$ cat config.mk
export PLATFORM = sky130hd
export DESIGN_NAME = arp_responder_cache_top
export DESIGN_NICKNAME = d
export VERILOG_FILES = /design/src/arpc_pkg.sv /design/src/arpc_ctrl.sv /design/src/arpc_dp.sv /design/src/arp_responder_cache_top.sv
export SDC_FILE = /design/constraint.sdc
export NUM_CORES = 2
export LEC_CHECK = 0
export ABC_CLOCK_PERIOD_IN_PS = 19400
export BUFFER_PORTS_ARGS = -buffer_cell sky130_fd_sc_hd__buf_4
export CAP_MARGIN = 20
export CELL_PAD_IN_SITES_DETAIL_PLACEMENT = 0
export CELL_PAD_IN_SITES_GLOBAL_PLACEMENT = 1
export CORE_UTILIZATION = 40
export DETAILED_ROUTE_END_ITERATION = 8
export PLACE_DENSITY_LB_ADDON = 0.1
export SLEW_MARGIN = 40
export SYNTH_ARGS = -nofsm -noshare
export SYNTH_HDL_FRONTEND = slang
export SYNTH_SLANG_ARGS = --single-unit
$ cat constraint.sdc
create_clock -name clk_i -period 19.4 [get_ports clk_i]
set_clock_uncertainty 0.15 [all_clocks]
set_input_delay 0 -clock clk_i [delete_from_list [all_inputs] [get_ports clk_i]]
set_output_delay 0 -clock clk_i [all_outputs]
set_load 0.005 [all_outputs]
$ cat src/arpc_pkg.sv
// Shared types and constants of the ARP responder with address cache.
// Used by the controller, the datapath and the top level; no dependencies.
package arpc_pkg;

  localparam int CACHE_ENTRIES = 16;
  localparam int IDX_W = (CACHE_ENTRIES > 1) ? $clog2(CACHE_ENTRIES) : 1;

  // configuration port
  localparam int CFG_IDX_W  = 1;
  localparam int CFG_DATA_W = 48;
  localparam logic [CFG_IDX_W-1:0] CFG_OWN_IP = 1'd0;
  // index 1 (own MAC) is accepted but not stored: the frame builder fills in our MAC

  // item kinds
  localparam logic [1:0] ACT_RX      = 2'd0;
  localparam logic [1:0] ACT_RESOLVE = 2'd1;
  localparam logic [1:0] ACT_STORE   = 2'd2;

  // ARP header values, network order normalized
  localparam logic [10:0] ARP_MIN_LEN     = 11'd28;
  localparam logic [15:0] ARP_HTYPE_ETH   = 16'h0001;
  localparam logic [15:0] ARP_PTYPE_IPV4  = 16'h0800;
  localparam logic [7:0]  ARP_HLEN_ETH    = 8'd6;
  localparam logic [7:0]  ARP_PLEN_IPV4   = 8'd4;
  localparam logic [15:0] ARP_OP_REQUEST  = 16'd1;
  localparam logic [15:0] ARP_OP_REPLY    = 16'd2;

  // result kinds and transmit opcodes
  localparam logic [1:0] RES_NONE    = 2'd0;
  localparam logic [1:0] RES_REPLY   = 2'd1;
  localparam logic [1:0] RES_REQUEST = 2'd2;
  localparam logic [1:0] RES_HIT     = 2'd3;
  localparam logic [1:0] TXOP_NONE    = 2'd0;
  localparam logic [1:0] TXOP_REQUEST = 2'd1;
  localparam logic [1:0] TXOP_REPLY   = 2'd2;
  localparam logic [47:0] BCAST_MAC = 48'hFFFF_FFFF_FFFF;

  typedef struct packed {
    logic [1:0]  action;
    logic [10:0] payload_length;
    logic [15:0] hardware_type;
    logic [15:0] protocol_type;
    logic [7:0]  hw_addr_len;
    logic [7:0]  proto_addr_len;
    logic [15:0] opcode;
    logic [47:0] sender_mac;
    logic [31:0] sender_ip;
    logic [31:0] target_ip;
    logic [31:0] query_ip;
  } arpc_in_t;

  typedef struct packed {
    logic [1:0]  result_kind;
    logic [1:0]  tx_opcode;
    logic [47:0] tx_dest_mac;
    logic [31:0] tx_dest_ip;
    logic [47:0] resolved_mac;
  } arpc_out_t;

  // work decoded from one transaction
  typedef enum logic [1:0] {
    OP_NONE   = 2'd0,
    OP_REPLY  = 2'd1,
    OP_QUERY  = 2'd2,
    OP_INSERT = 2'd3
  } arpc_op_e;

  typedef struct packed {
    logic load;    // latch item, clear scan trackers
    logic issue;   // read entry at scan address, advance
    logic finish;  // update cache, register result
  } arpc_cmd_t;

  typedef struct packed {
    logic need_scan;  // decoded from the item at the input
    logic scan_last;  // scan address is the last entry
  } arpc_status_t;

endpackage

$ cat src/arpc_ctrl.sv
// Controller of the ARP cache: sequences load, cache scan and finish.
// Depends on arpc_pkg for the command and status structs.
module arpc_ctrl (
  input  logic                     clk_i,
  input  logic                     rst_ni,
  input  logic                     start,
  output logic                     busy,
  input  arpc_pkg::arpc_status_t   status_i,
  output arpc_pkg::arpc_cmd_t      cmd_o
);
  import arpc_pkg::*;

  typedef enum logic [3:0] {
    ST_IDLE   = 4'b0001,
    ST_SCAN   = 4'b0010,
    ST_DRAIN  = 4'b0100,
    ST_FINISH = 4'b1000
  } arpc_state_e;

  arpc_state_e state_q, state_d;

  always_comb begin
    state_d      = state_q;
    cmd_o        = '0;
    case (state_q)
      ST_IDLE: begin
        if (start) begin
          cmd_o.load = 1'b1;
          state_d    = status_i.need_scan ? ST_SCAN : ST_FINISH;
        end
      end
      ST_SCAN: begin
        cmd_o.issue = 1'b1;
        if (status_i.scan_last) begin
          state_d = ST_DRAIN;
        end
      end
      // last read entry is compared here
      ST_DRAIN: begin
        state_d = ST_FINISH;
      end
      ST_FINISH: begin
        cmd_o.finish = 1'b1;
        state_d      = ST_IDLE;
      end
      default: begin
        state_d = ST_IDLE;
      end
    endcase
  end

  always_ff @(posedge clk_i or negedge rst_ni) begin
    if (!rst_ni) begin
      state_q <= ST_IDLE;
    end else begin
      state_q <= state_d;
    end
  end

  assign busy = (state_q != ST_IDLE);

`ifndef NO_ASSERTIONS
  a_accept_busy: assert property (@(posedge clk_i) disable iff (!rst_ni)
    (start && !busy) |=> busy)
    else $error("accepted transaction did not raise busy");
  a_scan_stops: assert property (@(posedge clk_i) disable iff (!rst_ni)
    (cmd_o.issue && status_i.scan_last) |=> !cmd_o.issue)
    else $error("scan ran past the last entry");
`endif

endmodule

$ cat src/arpc_dp.sv
// Datapath of the ARP cache: item decode, cache memory, scan compare,
// insert slot selection and result register. Depends on arpc_pkg.
module arpc_dp (
  input  logic                         clk_i,
  input  logic                         rst_ni,
  input  arpc_pkg::arpc_in_t           in_i,
  input  logic                         cfg_we_i,
  input  logic [arpc_pkg::CFG_IDX_W-1:0]  cfg_idx_i,
  input  logic [arpc_pkg::CFG_DATA_W-1:0] cfg_data_i,
  input  arpc_pkg::arpc_cmd_t          cmd_i,
  output arpc_pkg::arpc_status_t       status_o,
  output logic                         res_valid_o,
  output arpc_pkg::arpc_out_t          res_o
);
  import arpc_pkg::*;

  localparam logic [IDX_W-1:0] ENTRY_LAST = IDX_W'(CACHE_ENTRIES - 1);

  logic [31:0]              own_ip_q;
  arpc_in_t                 item_q;
  arpc_op_e                 op_q, op_d;
  logic [31:0]              key_q;
  logic [IDX_W-1:0]         scan_q;
  logic                     cmp_vld_q;
  logic [IDX_W-1:0]         cmp_idx_q;
  logic [31:0]              ip_rd_q;
  logic [47:0]              mac_rd_q;
  logic                     found_q;
  logic [IDX_W-1:0]         found_idx_q;
  logic [47:0]              found_mac_q;
  logic                     free_q;
  logic [IDX_W-1:0]         free_idx_q;
  logic [CACHE_ENTRIES-1:0] valid_q;
  logic [IDX_W-1:0]         rp_q;
  logic                     res_valid_q;
  arpc_out_t                res_q, res_d;

  logic [31:0] ip_mem  [CACHE_ENTRIES];
  logic [47:0] mac_mem [CACHE_ENTRIES];

  logic             rx_ok;
  logic             hit_c, free_c;
  logic             wr_en;
  logic [IDX_W-1:0] slot_c;

  // decode of the item at the input, used on load
  assign rx_ok = (in_i.payload_length >= ARP_MIN_LEN) &&
                 (in_i.hardware_type == ARP_HTYPE_ETH) &&
                 (in_i.protocol_type == ARP_PTYPE_IPV4) &&
                 (in_i.hw_addr_len == ARP_HLEN_ETH) &&
                 (in_i.proto_addr_len == ARP_PLEN_IPV4) &&
                 (in_i.target_ip == own_ip_q);

  always_comb begin
    op_d = OP_NONE;
    case (in_i.action)
      ACT_RX: begin
        if (rx_ok && in_i.opcode == ARP_OP_REPLY) begin
          op_d = OP_INSERT;
        end else if (rx_ok && in_i.opcode == ARP_OP_REQUEST) begin
          op_d = OP_REPLY;
        end
      end
      ACT_RESOLVE: op_d = OP_QUERY;
      ACT_STORE:   op_d = OP_INSERT;
      default:     op_d = OP_NONE;
    endcase
  end

  assign status_o.need_scan = (op_d == OP_QUERY) || (op_d == OP_INSERT);
  assign status_o.scan_last = (scan_q == ENTRY_LAST);

  // compare stage, one entry behind the read address
  assign hit_c  = cmp_vld_q && valid_q[cmp_idx_q] && (ip_rd_q == key_q);
  assign free_c = cmp_vld_q && !valid_q[cmp_idx_q];

  // known IP first, then lowest free entry, then round-robin victim
  assign slot_c = found_q ? found_idx_q : (free_q ? free_idx_q : rp_q);
  assign wr_en  = cmd_i.finish && (op_q == OP_INSERT);

  always_comb begin
    res_d = '0;
    case (op_q)
      OP_REPLY: begin
        res_d.result_kind = RES_REPLY;
        res_d.tx_opcode   = TXOP_REPLY;
        res_d.tx_dest_mac = item_q.sender_mac;
        res_d.tx_dest_ip  = item_q.sender_ip;
      end
      OP_QUERY: begin
        if (found_q) begin
          res_d.result_kind  = RES_HIT;
          res_d.resolved_mac = found_mac_q;
        end else begin
          res_d.result_kind = RES_REQUEST;
          res_d.tx_opcode   = TXOP_REQUEST;
          res_d.tx_dest_mac = BCAST_MAC;
          res_d.tx_dest_ip  = item_q.query_ip;
        end
      end
      default: res_d = '0;
    endcase
  end

  always_ff @(posedge clk_i or negedge rst_ni) begin
    if (!rst_ni) begin
      own_ip_q    <= '0;
      op_q        <= OP_NONE;
      scan_q      <= '0;
      cmp_vld_q   <= 1'b0;
      found_q     <= 1'b0;
      free_q      <= 1'b0;
      valid_q     <= '0;
      rp_q        <= '0;
      res_valid_q <= 1'b0;
    end else begin
      if (cfg_we_i && cfg_idx_i == CFG_OWN_IP) begin
        own_ip_q <= cfg_data_i[31:0];
      end
      cmp_vld_q   <= cmd_i.issue;
      res_valid_q <= cmd_i.finish;
      if (cmd_i.load) begin
        op_q    <= op_d;
        scan_q  <= '0;
        found_q <= 1'b0;
        free_q  <= 1'b0;
      end else begin
        if (cmd_i.issue) begin
          scan_q <= scan_q + 1'b1;
        end
        if (hit_c && !found_q) begin
          found_q <= 1'b1;
        end
        if (free_c && !free_q) begin
          free_q <= 1'b1;
        end
      end
      if (wr_en) begin
        valid_q[slot_c] <= 1'b1;
        if (!found_q && !free_q) begin
          rp_q <= (rp_q == ENTRY_LAST) ? '0 : rp_q + 1'b1;
        end
      end
    end
  end

  // payload registers
  always_ff @(posedge clk_i) begin
    if (cmd_i.load) begin
      item_q <= in_i;
      key_q  <= (in_i.action == ACT_RESOLVE) ? in_i.query_ip : in_i.sender_ip;
    end
    cmp_idx_q <= scan_q;
    if (hit_c && !found_q) begin
      found_idx_q <= cmp_idx_q;
      found_mac_q <= mac_rd_q;
    end
    if (free_c && !free_q) begin
      free_idx_q <= cmp_idx_q;
    end
    if (cmd_i.finish) begin
      res_q <= res_d;
    end
  end

  // cache memory: one write port, one registered read port
  always_ff @(posedge clk_i) begin
    if (wr_en) begin
      ip_mem[slot_c]  <= key_q;
      mac_mem[slot_c] <= item_q.sender_mac;
    end
    if (cmd_i.issue) begin
      ip_rd_q  <= ip_mem[scan_q];
      mac_rd_q <= mac_mem[scan_q];
    end
  end

  assign res_valid_o = res_valid_q;
  assign res_o       = res_q;

`ifndef NO_ASSERTIONS
  a_strobe_follows_finish: assert property (@(posedge clk_i) disable iff (!rst_ni)
    cmd_i.finish |=> res_valid_o)
    else $error("finish did not produce a result strobe");
  a_hit_is_valid: assert property (@(posedge clk_i) disable iff (!rst_ni)
    found_q |-> valid_q[found_idx_q])
    else $error("recorded hit on an invalid entry");
  a_rp_only_on_insert: assert property (@(posedge clk_i) disable iff (!rst_ni)
    !wr_en |=> $stable(rp_q))
    else $error("replace pointer moved without an insert");
`endif

endmodule

$ cat src/arp_responder_cache_top.sv
// ARP responder with IPv4-to-MAC address cache, top level.
// Joins arpc_ctrl and arpc_dp; depends on arpc_pkg.
//
// Usage: present an item on in_i with start high while busy is low. A resolve
// query or a cache store (also a received ARP reply that is learned) scans all
// CACHE_ENTRIES entries through the cache's single read port, one per cycle,
// then passes the drain and finish states; busy stays high until its result
// strobes. Other items (received requests, rejected payloads) go from load
// straight to the finish state. Every item gives exactly one result, held on
// res_o for one cycle with res_valid_o high; the receiver cannot stall it, so
// it must take each result in that cycle. Configuration is to be written by
// the user only while busy is low; the block itself does not enforce it. The
// cache needs no clearing pass after reset.
module arp_responder_cache_top (
  input  logic                            clk_i,
  input  logic                            rst_ni,
  input  logic                            start,
  output logic                            busy,
  input  arpc_pkg::arpc_in_t              in_i,
  input  logic                            cfg_we_i,
  input  logic [arpc_pkg::CFG_IDX_W-1:0]  cfg_idx_i,
  input  logic [arpc_pkg::CFG_DATA_W-1:0] cfg_data_i,
  output logic                            res_valid_o,
  output arpc_pkg::arpc_out_t             res_o
);
  import arpc_pkg::*;

  arpc_cmd_t    cmd;
  arpc_status_t status;

  arpc_ctrl u_ctrl (
    .clk_i    (clk_i),
    .rst_ni   (rst_ni),
    .start    (start),
    .busy     (busy),
    .status_i (status),
    .cmd_o    (cmd)
  );

  arpc_dp u_dp (
    .clk_i       (clk_i),
    .rst_ni      (rst_ni),
    .in_i        (in_i),
    .cfg_we_i    (cfg_we_i),
    .cfg_idx_i   (cfg_idx_i),
    .cfg_data_i  (cfg_data_i),
    .cmd_i       (cmd),
    .status_o    (status),
    .res_valid_o (res_valid_o),
    .res_o       (res_o)
  );

endmodule
; ---- Word level (Yosys, flattened, before mapping)
; Memory sizes are Yosys's and may differ from the RTL's. A register that Yosys moved wholly into a read port is not among the register bits.
; Cells that the tools add are included.
[word_totals]
register_bits = 402
ramBits = 1280
in_bits = 274
output_inout_bits = 134
n_memories = 2
[memory_table]
columns = memory, depth, width, rd, rd_ports_with_merged_regs, wr, line_no
row1 = u_dp.mac_mem, 16, 48, 1, 1, 1, arpc_dp.sv:39  ; logic [47:0] mac_mem [CACHE_ENTRIES];
row2 = u_dp.ip_mem, 16, 32, 1, 1, 1, arpc_dp.sv:38  ; logic [31:0] ip_mem [CACHE_ENTRIES];
[op_classes]
n_addsub = 2
magnitude_cmp = 4
n_eq_ne = 24
n_mux = 30
bitwise = 2
reduce_logical = 27
[op_table]
columns = op, count
row1 = case mux 84 bit (2 select lines), 1
row2 = 2-to-1 mux 81 bit, 1
row3 = == test 32 bit, 2
row4 = "== test 16 x 1 -> 1 bit, second input constant", 2
row5 = 2-to-1 mux 32 bit, 1
row6 = 2-to-1 mux 4 bit, 8
row7 = "== test 16 x 12 -> 1 bit, second input constant", 1
row8 = "== test 16 x 2 -> 1 bit, second input constant", 1
row9 = "== test 8 x 3 -> 1 bit, second input constant", 2
row10 = logical AND 1 bit, 16
row11 = OR 16 bit, 1
row12 = 2-to-1 mux 1 bit, 14
row13 = "== test 4 bit, second input constant", 3
row14 = case mux 4 bit (3 select lines), 1
row15 = "greater-or-equal comparator 11 x 5 -> 1 bit, second input constant", 1
row16 = "== test 2 bit, second input constant", 5
row17 = "< comparator 4 x 5 -> 1 bit, second input constant", 2
row18 = "adder 4 x 1 -> 4 bit, second input constant", 2
row19 = case mux 2 bit (3 select lines), 1
row20 = AND reduction 2 bit, 3
row21 = nonzero test 2 bit, 3
row22 = binary-select mux 1 bit (select 4 bit), 1
row23 = demux 1 bit (select 4 bit), 1
row24 = "== test 2 x 1 -> 1 bit, second input constant", 2
row25 = other kinds (11), 14

; ---- Depth between registers and ports, before layout
[depth]
depth_word = 15
mapped_depth = 8
depth_no_buf = 8

; ---- Hierarchy
; Synthesis repeated with hierarchy kept, for this count alone.
[unflattened]
hier_cells = 2751
area_unflattened_um2 = 65858.2
[modules_own_cells]
columns = module, n_inst, cells_each, area_per_inst_um2, seq_area_each_um2
row1 = arpc_dp, 1, 2729, 65616.7, 52440.3
row2 = arpc_ctrl, 1, 22, 241.5, 101.3

; ---- Worst setup path after synthesis
; No wires, ideal clock.
[synth_path]
kind = reg2reg
start = reg u_ctrl.state_q[1]
end = mem u_dp.ip_mem[11][0] (enable)
t_arrival_ns = 12.662
path_slack_ns = 6.068
stages_incl_launch_ff = 5
n_path_buf = 0
synth_period_minus_slack_ns = 13.332
cell_sequence = dfrtp_1 nor4b_2 nand2_1 or3_1 nor2_1
[synth_lines]
columns = item, line_no
row1 = from (decl), arpc_ctrl.sv:20  ; arpc_state_e state_q, state_d;
row2 = from (signal assigned), arpc_ctrl.sv:56  ; state_q <= state_d;
row3 = to (decl), arpc_dp.sv:38

==> impl_metrics.json <==
{
  "utilization_pct": 49.8,
  "peakVddDrop_v": 0.0000917,
  "p_comb_share_pct": 9.2,
  "synth_largest_area_cell": "edfxtp_1",
  "ys_ff_latch": 1762,
  "synthFlopType": "edfxtp_1",
  "pwr-share-clk_pct": 39.0,
  "cp_top_family": "buffers and inverters",
  "leakagePower_nw": 26.5,
  "intPower_mw": 6.76,
  "grt_pass1_vias": 34300,
  "dp_hpwl_um": 87200,
  "switching_share_pct": 22.8,
  "overflow": 0,
  "grt_setup_unrepaired": "false",
  "p_sw_mw": 2.00,
  "use_met3_pct": 3.12,
  "setup_violations": 0,
  "busiest_layer": "met2",
  "postCtsSetupRepairBufs": 0,
  "antenna_found_initial": 8,
  "crit_arrival_ns": 4.38,
  "worst-path-max-fanout": 40,
  "period_minus_slack_ns": 4.12,
  "synth_top_area_share_pct": 77.3,
  "cts_max_level": 4,
  "wl_per_cell_um": 28.1,
  "start_kind": "flip-flop",
  "max_freq_ghz": 0.243,
  "max_stage_delay_ns": 0.61,
  "vias": 31600,
  "cts_buffers": 186,
  "fp.dieH_um": 407,
  "cap_violations": 0,
  "area_growth_pct": 23.4,
  "grt_usage_pct": 20.2,
  "hold_violations": 0,
  "max_slew_margin_pct": 39.6,
  "drt-pass1-iter-count": 7,
  "io_buffers": 389,
  "die_area_sq_mm": 0.166,
  "met2_usage_pct": 34.9,
  "synth.distinct_cells": 50,
  "drt_wl_total_um": 167000,
  "drt_iter0_markers": 2811,
  "cts_sinks": 1762,
  "io_pins": 408,
  "tightest_slew_ns": 0.905,
  "syn_area_sq_mm": 0.0657,
  "gp_congestion": 0.920,
  "die_w_um": 407,
  "critPathKind": "reg2reg",
  "synthesis.nets": 3027,
  "avgSynthCellArea_sq_um": 24.0,
  "path_cells": "nor4b_4 > buf_4 > nand4_1 > nor2_4 > buf_6 > buf_6",
  "cp_data_required_time_ns": 19.66,
  "layoutNonFillerInstCount": 5931,
  "root_buffer": "clkbuf_16",
  "cts_tree": "built",
  "synthCells": 2742,
  "drc_errors": 0,
  "synth.area.top_cells": "edfxtp_1 (77%), mux4_2 (14%), dfrtp_1 (2.5%)",
  "yosys_warnings": 0,
  "drive_gt1_share_pct": 31.6,
  "seqPwrFrac_pct": 51.8,
  "rows": 148,
  "core_sq_mm": 0.163,
  "path_clk_slew_ns": 0.06,
  "clockBufferDepth": 3,
  "power_density_mw_per_mm2": 108,
  "tns_ns": 0,
  "antenna_left": 0,
  "synth-edff-count": 1692,
  "insertion_delay_ns": 0.81,
  "seq_area_frac_synth_pct": 79.9,
  "use_met1_pct": 26.5,
  "slowest_stage": "buf_6",
  "fin_nets": 3885,
  "fin_crit_sh_pct": 21.2,
  "outcome": "finished, final reports clean",
  "start_util_pct": 40.3,
  "holdCritPathClass": "in2reg",
  "vias_per_cell": 5.32,
  "crit_buf_inv": 3,
  "grt_pass1_wl_um": 241000,
  "async_reset_ff_share_pct": 3.75,
  "grt_max_degree": 93,
  "place_inst": 5247,
  "end_kind": "flip-flop",
  "drv_slew": 0,
  "crit_top_cell": "buf_6"
}
-- state kept, by name, summed over array words and instances (netlist names) --
name,count
u_dp.mac_mem,768
u_dp.ip_mem,512
u_dp.res_o,132
u_dp.item_q,112
u_dp.found_mac_q,48
u_dp.mac_rd_q,48
u_dp.ip_rd_q,32
u_dp.key_q,32
u_dp.own_ip_q,32
u_dp.valid_q,16
u_ctrl.state_q,4
u_dp.cmp_idx_q,4
u_dp.found_idx_q,4
u_dp.free_idx_q,4
u_dp.rp_q,4
u_dp.scan_q,4
u_dp.op_q,2
u_dp.cmp_vld_q,1
u_dp.found_q,1
u_dp.free_q,1
u_dp.res_valid_o,1
-- logic make-up after synthesis --
group           synth area share (%)
compound gates                  1.30
xor+xnor                       0.893
fa+ha+maj                      0.209
buf+inv                         1.07
flops                           79.9
mux                             15.1
simple gates                    1.51
-- power by group through the flow --
stage	sequential [mW]	combinational [mW]	clock, mW
4_1_cts	4.54	0.819	3.50
2_1_floorplan	4.57	0.454	0
3_3_place_gp	4.61	0.719	0
6_report	4.54	0.804	3.42
3_5_place_dp	4.62	0.751	0
5_1_grt	4.56	0.862	3.65
-- worst register-to-register path, stage by stage (launching register included) --
cell and delay, ns:
dfrtp_1 0.45, nor4b_4 0.34, buf_4 0.54, nand4_1 0.55, nor2_4 0.45, buf_6 0.55, buf_6 0.67
-- repair_timing --
action	in CTS	in global routing
hold buffers	338	0
endpoints found under the hold margin	286	0
gates resized for setup	0	0
-- area by class of cell --
cell class              instances  area (sq um)
repair buffers                799          7270
diodes                          2          5.00
multi-input cells             839         12700
clock buffers                 230          4840
inverters                      12          52.6
fillers                     13200         81900
flip-flops and latches       1762         52600
well taps                    2175          2720
clock inverters               112          1010
-- through the flow --
step / instance area [sq um] / hold WS, ns / power [mW] / worst slack (ns)
floorplan: 65700 / -0.446 / 5.03 / 6.07
global placement: 71400 / 0.0285 / 5.33 / 14.04
detailed placement: 71800 / -0.0777 / 5.37 / 14.70
CTS: 81000 / 0.00526 / 8.86 / 14.68
global route: 81100 / 0.00620 / 9.07 / 15.02
finish: 81100 / 0.0565 / 8.76 / 15.28
-- metal layers --
metal  wire (um)  vias up
met3        7490      231
li1            -    13400
met5          13        -
met4        3880        2
met1       69100    17100
met2       86100      826
-- cell usage in the layout (no fill, tap or decap), types with 31 or more instances in the layout --
cell              n
clkbuf_1         43
a22o_1           32
buf_6            31
dfrtp_1          60
and3_1           48
a21o_1           48
mux2_2           36
buf_4           411
mux4_2          405
clkbuf_16       187
edfxtp_1       1692
xnor2_1          60
dlygate4sd3_1   337
clkinv_1         49
-- synthesized netlist by cell type (all sizes together) (5+ instances only) --
cell type and number:
nor3 5, mux4 405, buf 55, xnor2 60, ha 11, clkbuf 74, o21ai 6, nand4 23
mux2i 5, or2 8, nor2 35, and3 48, nor4 16, mux2 66, a22o 32, xor2 7
o21bai 8, edfxtp 1692, inv 11, dfrtp 65, a21o 48, a21oi 7, nand2 16, nor4b 9
-- worst paths after layout --
| kind | slack (ns) | startpoint | endpoint | cells past startpoint |
|---|---|---|---|---|
| min | 0.06 | in_i[1] | u_dp.key_q[1] | 3 |
| min reg2reg | 0.26 | u_dp.mac_rd_q[3] | u_dp.found_mac_q[3] | 0 |
| max reg2reg | 15.28 | u_ctrl.state_q[1] | u_dp.ip_mem[4][5] | 6 |
| max | 15.28 | u_ctrl.state_q[1] | u_dp.ip_mem[4][5] | 6 |
| min in group asynchronous | 0.11 | rst_ni | u_ctrl.state_q[0] | 3 |
| max in group asynchronous | 18.56 | rst_ni | u_dp.scan_q[3] | 4 |
Power figures use the tool's default switching activity.
